`src/sv/sde_pkg.sv`:
```
// shared types, constants and codes of the square draw engine
`timescale 1ns / 1ps
package sde_pkg;

  // canvas geometry
  localparam int MAX_SIZE  = 256;
  localparam int COORD_W   = $clog2(MAX_SIZE);
  localparam int SIZE_W    = $clog2(MAX_SIZE + 1);
  localparam int CANVAS_AW = 2 * COORD_W;

  // field widths
  localparam int OP_W    = 2;
  localparam int FIELD_W = 8;
  localparam int PIX_W   = 8;
  localparam int CFG_SIZE_W = 9;

  // command opcodes
  localparam logic [OP_W-1:0] OP_CLEAR = 2'd0;
  localparam logic [OP_W-1:0] OP_DRAW  = 2'd1;
  localparam logic [OP_W-1:0] OP_READ  = 2'd2;

  // register map
  localparam int APB_AW   = 3;
  localparam int APB_DW   = 32;
  localparam logic REG_CANVAS_SIZE = 1'b0;
  localparam logic REG_BACKGROUND  = 1'b1;

  // decoupling queue
  localparam int QUEUE_DEPTH = 2;
  localparam int QUEUE_PW    = $clog2(QUEUE_DEPTH);
  localparam int QUEUE_LW    = $clog2(QUEUE_DEPTH + 1);

  typedef enum logic [1:0] {
    JOB_CLEAR,
    JOB_DRAW,
    JOB_READ,
    JOB_NONE
  } job_kind_e;

  // one classified command
  typedef struct packed {
    job_kind_e          kind;
    logic [COORD_W-1:0] top;
    logic [COORD_W-1:0] left;
    logic [COORD_W-1:0] bottom;
    logic [COORD_W-1:0] right;
    logic [PIX_W-1:0]   color;
    logic               outline;
    logic               rejected;
  } job_t;

  // back end status seen by the top level
  typedef struct packed {
    logic busy;
    logic pix_we;
  } back_status_t;

endpackage

```
`src/sv/sde_queue.sv`:
```
// short job queue between front and back end
`timescale 1ns / 1ps
module sde_queue (
  input  logic                      clk_i,
  input  logic                      rst_ni,
  input  logic                      push_valid_i,
  output logic                      push_ready_o,
  input  sde_pkg::job_t             push_job_i,
  output logic                      pop_valid_o,
  input  logic                      pop_ready_i,
  output sde_pkg::job_t             pop_job_o,
  output logic [sde_pkg::QUEUE_LW-1:0] level_o
);
  import sde_pkg::*;

  job_t                slot_q [QUEUE_DEPTH];
  logic [QUEUE_PW-1:0] wr_q, rd_q;
  logic [QUEUE_LW-1:0] level_q;
  logic                push, pop;

  assign push_ready_o = (level_q != QUEUE_LW'(QUEUE_DEPTH));
  assign pop_valid_o  = (level_q != '0);
  assign push = push_valid_i && push_ready_o;
  assign pop  = pop_valid_o && pop_ready_i;

  // pointers and fill level
  always_ff @(posedge clk_i or negedge rst_ni) begin
    if (!rst_ni) begin
      wr_q    <= '0;
      rd_q    <= '0;
      level_q <= '0;
    end else begin
      if (push) begin
        wr_q <= (wr_q == QUEUE_PW'(QUEUE_DEPTH - 1)) ? '0 : wr_q + 1'b1;
      end
      if (pop) begin
        rd_q <= (rd_q == QUEUE_PW'(QUEUE_DEPTH - 1)) ? '0 : rd_q + 1'b1;
      end
      if (push && !pop) begin
        level_q <= level_q + 1'b1;
      end else if (pop && !push) begin
        level_q <= level_q - 1'b1;
      end
    end
  end

  // storage
  always_ff @(posedge clk_i) begin
    if (push) begin
      slot_q[wr_q] <= push_job_i;
    end
  end

  assign pop_job_o = slot_q[rd_q];
  assign level_o   = level_q;
endmodule

```
`config.mk`:
```
export PLATFORM = sky130hd
export DESIGN_NAME = sde_queue
export DESIGN_NICKNAME = d
export VERILOG_FILES = /design/src/sv/sde_pkg.sv /design/src/sv/sde_queue.sv
export SDC_FILE = /design/constraint.sdc
export NUM_CORES = 1
export LEC_CHECK = 0
export BUFFER_PORTS_ARGS = -buffer_cell sky130_fd_sc_hd__buf_2
export CAP_MARGIN = 0
export CORE_ASPECT_RATIO = 1.4
export CORE_MARGIN = 2
export CORE_UTILIZATION = 52
export DETAILED_ROUTE_END_ITERATION = 16
export GPL_TIMING_DRIVEN = 0
export MAX_ROUTING_LAYER = met4
export PLACE_DENSITY = 0.87
export SLEW_MARGIN = 20
export SYNTH_ARGS = -nofsm -noshare
export SYNTH_HDL_FRONTEND = slang
export SYNTH_SLANG_ARGS = --single-unit
```
`constraint.sdc`:
```
create_clock -name clk_i -period 3.7 [get_ports clk_i]
set_clock_uncertainty 0.15 [all_clocks]
set_input_delay 0 -clock clk_i [delete_from_list [all_inputs] [get_ports clk_i]]
set_output_delay 0 -clock clk_i [all_outputs]
set_load 0.1 [all_outputs]
```
-- Yosys cells after proc, flatten, opt, wreduce, memory -nomap -nowiden
Memories as Yosys holds them, arrays and structs flattened.
Index checks and enable logic that the tools add are counted.
- register bits after elaboration: 4
- latch bits: 0
- memory bits (writable): 88
- bits in read-only memories: 0
- bits of input ports: 48
- output and inout bits: 48
- logic and storage cells: 23
- memories: 1
- memories (name ; depth ; width ; read ports ; clocked after memory_dff ; write ports ; RTL line ; text):
    slot_q ; 2 ; 44 ; 1 ; 0 ; 1 ; sde_queue.sv:16 ; job_t slot_q [QUEUE_DEPTH];
- $add $sub $neg: 4
- multiply operators: 0
- div/mod/pow operators: 0
- $lt $le $gt $ge: 0
- eq/ne operators: 1
- shifts and indexed selects: 0
- multiplexer cells: 6
- bitwise operators: 0
- reduce and logical (&&, ||, !) cells: 8
- operators with widths (operator ; number):
    1-bit logical AND ; 4
    1-bit 2-to-1 mux ; 4
    2-bit 2-to-1 mux ; 2
    2-bit nonzero test ; 2
    1-bit adder, second input constant ; 2
    2-bit by 1-bit adder with 2-bit output, second input constant ; 1
    1-bit logical NOT ; 2
    2-bit inequality test, second input constant ; 1
    2-bit by 1-bit subtractor with 2-bit output, second input constant ; 1

-- Depth between registers and ports, before layout
- depth after elaboration: 6
- gate-level depth with buffers: 7
- mapped depth without buffers: 7

-- Least setup slack after synthesis
No wires, ideal clock.
- kind: register to register
- from: reg level_q[0] (netlist: level_o[0])
- to: mem slot_q[0][0] (netlist bit), enable pin
- library setup time: 0.446 ns
- arrival time: 4.009 ns
- data required time: 3.104 ns
- path slack: -0.905 ns
- stages on the path, launching flop included: 4
- path buffers: 0
- period minus slack after synthesis: 4.605 ns
- cell sequence: dfrtp_1 nand2b_1 nand2_1 nor2_1
- longest elaborated chain between the ends: 4
- RTL lines (what ; RTL line ; text):
    start, declared ; sde_queue.sv:18 ; logic [QUEUE_LW-1:0] level_q;
    start signal, assigned ; sde_queue.sv:40 ; level_q <= level_q + 1'b1;
    start signal, assigned ; sde_queue.sv:42 ; level_q <= level_q - 1'b1;
    2-bit inequality test ; sde_queue.sv:21 ; assign push_ready_o = (level_q != QUEUE_LW'(QUEUE_DEPTH));
    named net push_ready_o ; sde_queue.sv:7 ; output logic push_ready_o,
    1-bit logical AND ; sde_queue.sv:23 ; assign push = push_valid_i && push_ready_o;
    1-bit 2-to-1 mux ; sde_queue.sv:49 ; if (push) begin
    1-bit 2-to-1 mux (implied by the code) ; sde_queue.sv:50 ; slot_q[wr_q] <= push_job_i;
    end, declared ; sde_queue.sv:16 ;
The timed path passes the listed nets, and every way through them passes these cells.

-- Worst setup path after layout
- from: reg level_q[0] (netlist: level_o[0])
- to: mem slot_q[0][40] (netlist bit), enable pin
- longest elaborated chain between the ends: 4
- RTL lines (what ; RTL line):
    2-bit inequality test ; sde_queue.sv:21
    1-bit logical AND ; sde_queue.sv:23
    1-bit 2-to-1 mux ; sde_queue.sv:49
    1-bit 2-to-1 mux (implied by the code) ; sde_queue.sv:50
No other way between the ends.

==> reports/results.txt <==
The run finished with clean final reports. Of the cells placed in the final design, the portion with a size suffix greater than 1 is 51.90%. The tightest hold path in the finished design has a slack of 0.2003 ns. The number of antenna violations at the first check in global routing is 0, and the measured slew at the worst slew-check pin is 0.7126 ns.

The latest clock arrival within the worst-skew pair is 0.35 ns, and the die height is 102.0 um. Summed over all nets, the half-perimeter wirelength after detailed placement is 3817 um. Counting the fill cells in the layout gives 378. Once the floorplan was initialized, standard cells occupied 53.98% of the core. Number of DRC markers after the initial detailed-route iteration: 109.

The floorplan step defined a die boundary enclosing 7553 um2. Setup repair after global routing left no endpoint under its margin. After clock tree synthesis, the setup repair step added 0 buffers. Leaving out filler cells and counting taps, the final layout contains 408. In the final routed layout, each cell accounts on average for 15.73 um. The critical path goes through nand2b_1 -> nand2_1 -> nor2_4 -> buf_16. The tightest min-delay check is of the in2reg type. In this run, placement finished with an instance count of 344. The busiest metal layer after global routing is met2.

The number of standard cells after synthesis is 155, and the number of port buffers is 95. For the fraction of the yosys area taken by sequential cells, the log shows 76.83%. For this run, the post-layout net count is 360. Synthesis inferred 92 register bits. For met2 alone, demand over resource in global routing was 31.80%.

The number of warnings printed during yosys synthesis is 0. The detail route stage leaves a number of antenna-violating nets equal to 0. The die span in x was 74.03 um; the number of vias per cell after detailed routing was 4.686. Summing every instance area after synthesis gives 3570 um2. Subtracting the final worst setup slack from the clock period gives 2.058 ns. Count of unresolved DRC violations after routing: 0. The worst setup path is of the reg2reg kind. Setup violations remaining at the end of the flow were counted as 0. Number of hold violations in the final report: 0. TritonCTS built the clock tree. The global-route congestion overflow total is 0, and the area of the core region is 6613 um2. The worst setup path is captured at a register.

Relative to the synthesized area, the layout overhead comes to 38.14%. The tools report the largest net degree at the start of global routing as 24. After floorplanning, the core was divided into 35 placement rows.

Along the worst path, the maximum fanout reaches 23. STA classifies the critical path startpoint as a register. The count of clock tree sinks is 92, and the count of distinct cell types in the synthesized netlist is 15. Static timing analysis puts the maximum clock frequency at 486.0 MHz.

For the total negative setup slack, the log shows 0 ns. At the end of routability-driven placement, the weighted congestion stood at 0.6757. The clock transition at the register clock pins on the worst setup and hold paths after CTS works out to 0.10 ns.

In this design, the stage delay of the slowest critical-path cell is 0.57 ns. Global routing consumed, on the met1 layer, 19.84% of the routing resources. The slowest stage of the critical path belongs to the cell sky130_fd_sc_hd__nor2_4. The pre-CTS setup slack was 1.669 ns; the wire length of the first global-routing pass was 9687 um. The number of detailed-route iterations in the first pass was 4; the number of top-level pins was 96.

For the worst setup path, the data arrival time is 1.97 ns. Synthesis produced a netlist with a net count of 204. In this run the mean area of a mapped cell was 23.03 um2. The share of the clock period used by the worst path was 55.61%; the number of violations of the max-capacitance limit was 0. The number of max-slew violations in the final report is 0, and the number of buffers created by CTS is 9.

In this run, post-CTS repair resized a total of 0 instances. The tree is rooted in a sky130_fd_sc_hd__clkbuf_8. For met3 alone, demand over resource in global routing was 3.057%. The repair_antennas step left the layout with diodes totalling 0. For the aggregate global-route resource usage, the log shows 18.68%. CTS built an H-tree with a depth of 3. The number of global-route vias before repair came out at 2008. The count of vias placed by the detailed router is 1912. The tightest slew margin relative to the limit came out at 52.38%.

The clock passes through at most 2 buffers. Final worst setup slack: 1.642 ns. The data required time of the critical path was 3.61 ns. The wire length after detailed routing was 6416 um.
routing by layer:
layer  vias up  part of all wire, %
met4         0                  2.9
met5         -                    0
met1       912                   39
li1        915                    -
met3        16                  4.3
met2        69                   54
per-stage QoR:
stage          cell area [um2]  util [%]
5_1_grt                   4931     74.57
2_1_floorplan             3577         -
6_report                  4931     74.57
3_5_place_dp              4224     63.88
4_1_cts                   4931     74.57
3_3_place_gp              4168     63.03
sequential cells by signal, summed over array words and instances, names as in the netlist:
register and cells:
slot_q 88, rd_q 1, level_o 2, wr_q 1
path summary, 6_finish.rpt:
check / from / cells after the start / end / slack, ns
hold / removal: push_job_i[5] / 2 / slot_q[0][5]$_DFFE_PP_ / 0.20
min in group asynchronous: rst_ni / 3 / level_o[1]$_DFFE_PN0P_ / 0.40
max in group asynchronous: rst_ni / 3 / wr_q$_DFFE_PN0P_ / 2.83
hold reg to reg: level_o[1]$_DFFE_PN0P_ / 1 / level_o[1]$_DFFE_PN0P_ / 0.38
setup reg to reg: level_o[0]$_DFFE_PN0P_ / 4 / slot_q[0][40]$_DFFE_PP_ / 1.64
setup / recovery: level_o[0]$_DFFE_PN0P_ / 4 / slot_q[0][40]$_DFFE_PP_ / 1.64
synthesized netlist by cell type, drive strengths merged:
cell type	number	area [um2]
ha	1	12.51
xnor2	3	26.28
and3	1	6.260
nor2	2	7.510
dfrtp	4	100.1
inv	1	3.750
edfxtp	88	2643
mux2	44	641.9
nand2	2	7.510
buf	5	91.34
or2	1	6.260
nand2b	1	6.260
xor2	2	17.52
timing repair:
item / in CTS / in global routing
setup endpoints to repair: 0 / 0
endpoints found under the hold margin: 95 / 0
hold buffers: 48 / 0
area by class of cell:
type	instances	area (um2)	share of cell area (%)
clock buffer	9	123.9	2.512
buffer	5	91.34	1.852
tap	92	115.1	2.334
multi-input combinational	57	740.7	15.02
sequential	92	2743	55.62
clock inverter	7	102.6	2.081
inverter	1	3.754	0.07612
timing repair buffer	145	1011	20.50
critical path, delay by kind of cell, from the launching register on:
kind                   cells  cell delay, ns
buffers and inverters      1            0.25
AND/OR/NAND/NOR            3            0.89
flip-flops                 1            0.45
placed cells by master (no fill, tap or decap):
cell,synthesis,layout
sky130_fd_sc_hd__clkbuf_8,0,9
sky130_fd_sc_hd__inv_1,1,1
sky130_fd_sc_hd__mux2_2,5,5
sky130_fd_sc_hd__or2_1,1,1
sky130_fd_sc_hd__nand2_1,2,2
sky130_fd_sc_hd__ha_1,1,1
sky130_fd_sc_hd__xor2_1,2,2
sky130_fd_sc_hd__buf_16,0,2
sky130_fd_sc_hd__nand2b_1,1,1
sky130_fd_sc_hd__xnor2_1,3,3
sky130_fd_sc_hd__inv_6,0,4
sky130_fd_sc_hd__buf_2,0,95
sky130_fd_sc_hd__dfrtp_1,4,4
sky130_fd_sc_hd__and3_2,0,1
sky130_fd_sc_hd__buf_12,4,4
sky130_fd_sc_hd__bufinv_16,0,2
sky130_fd_sc_hd__dlygate4sd3_1,0,48
sky130_fd_sc_hd__buf_6,1,1
sky130_fd_sc_hd__clkinvlp_4,0,1
sky130_fd_sc_hd__edfxtp_1,88,88
sky130_fd_sc_hd__mux2_4,39,39
sky130_fd_sc_hd__nor2_1,2,1
sky130_fd_sc_hd__nor2_4,0,1
cell families after synthesis:
group,Yosys count,share of synthesized area (%)
flops,92,76.83
simple gates,7,0.9469
xor+xnor,5,1.227
mux,44,17.98
buf+inv,6,2.664
fa+ha+maj,1,0.3505
Power is not shown: default switching activity piles up to over one toggle a cycle in this logic, so the estimate is an artifact.
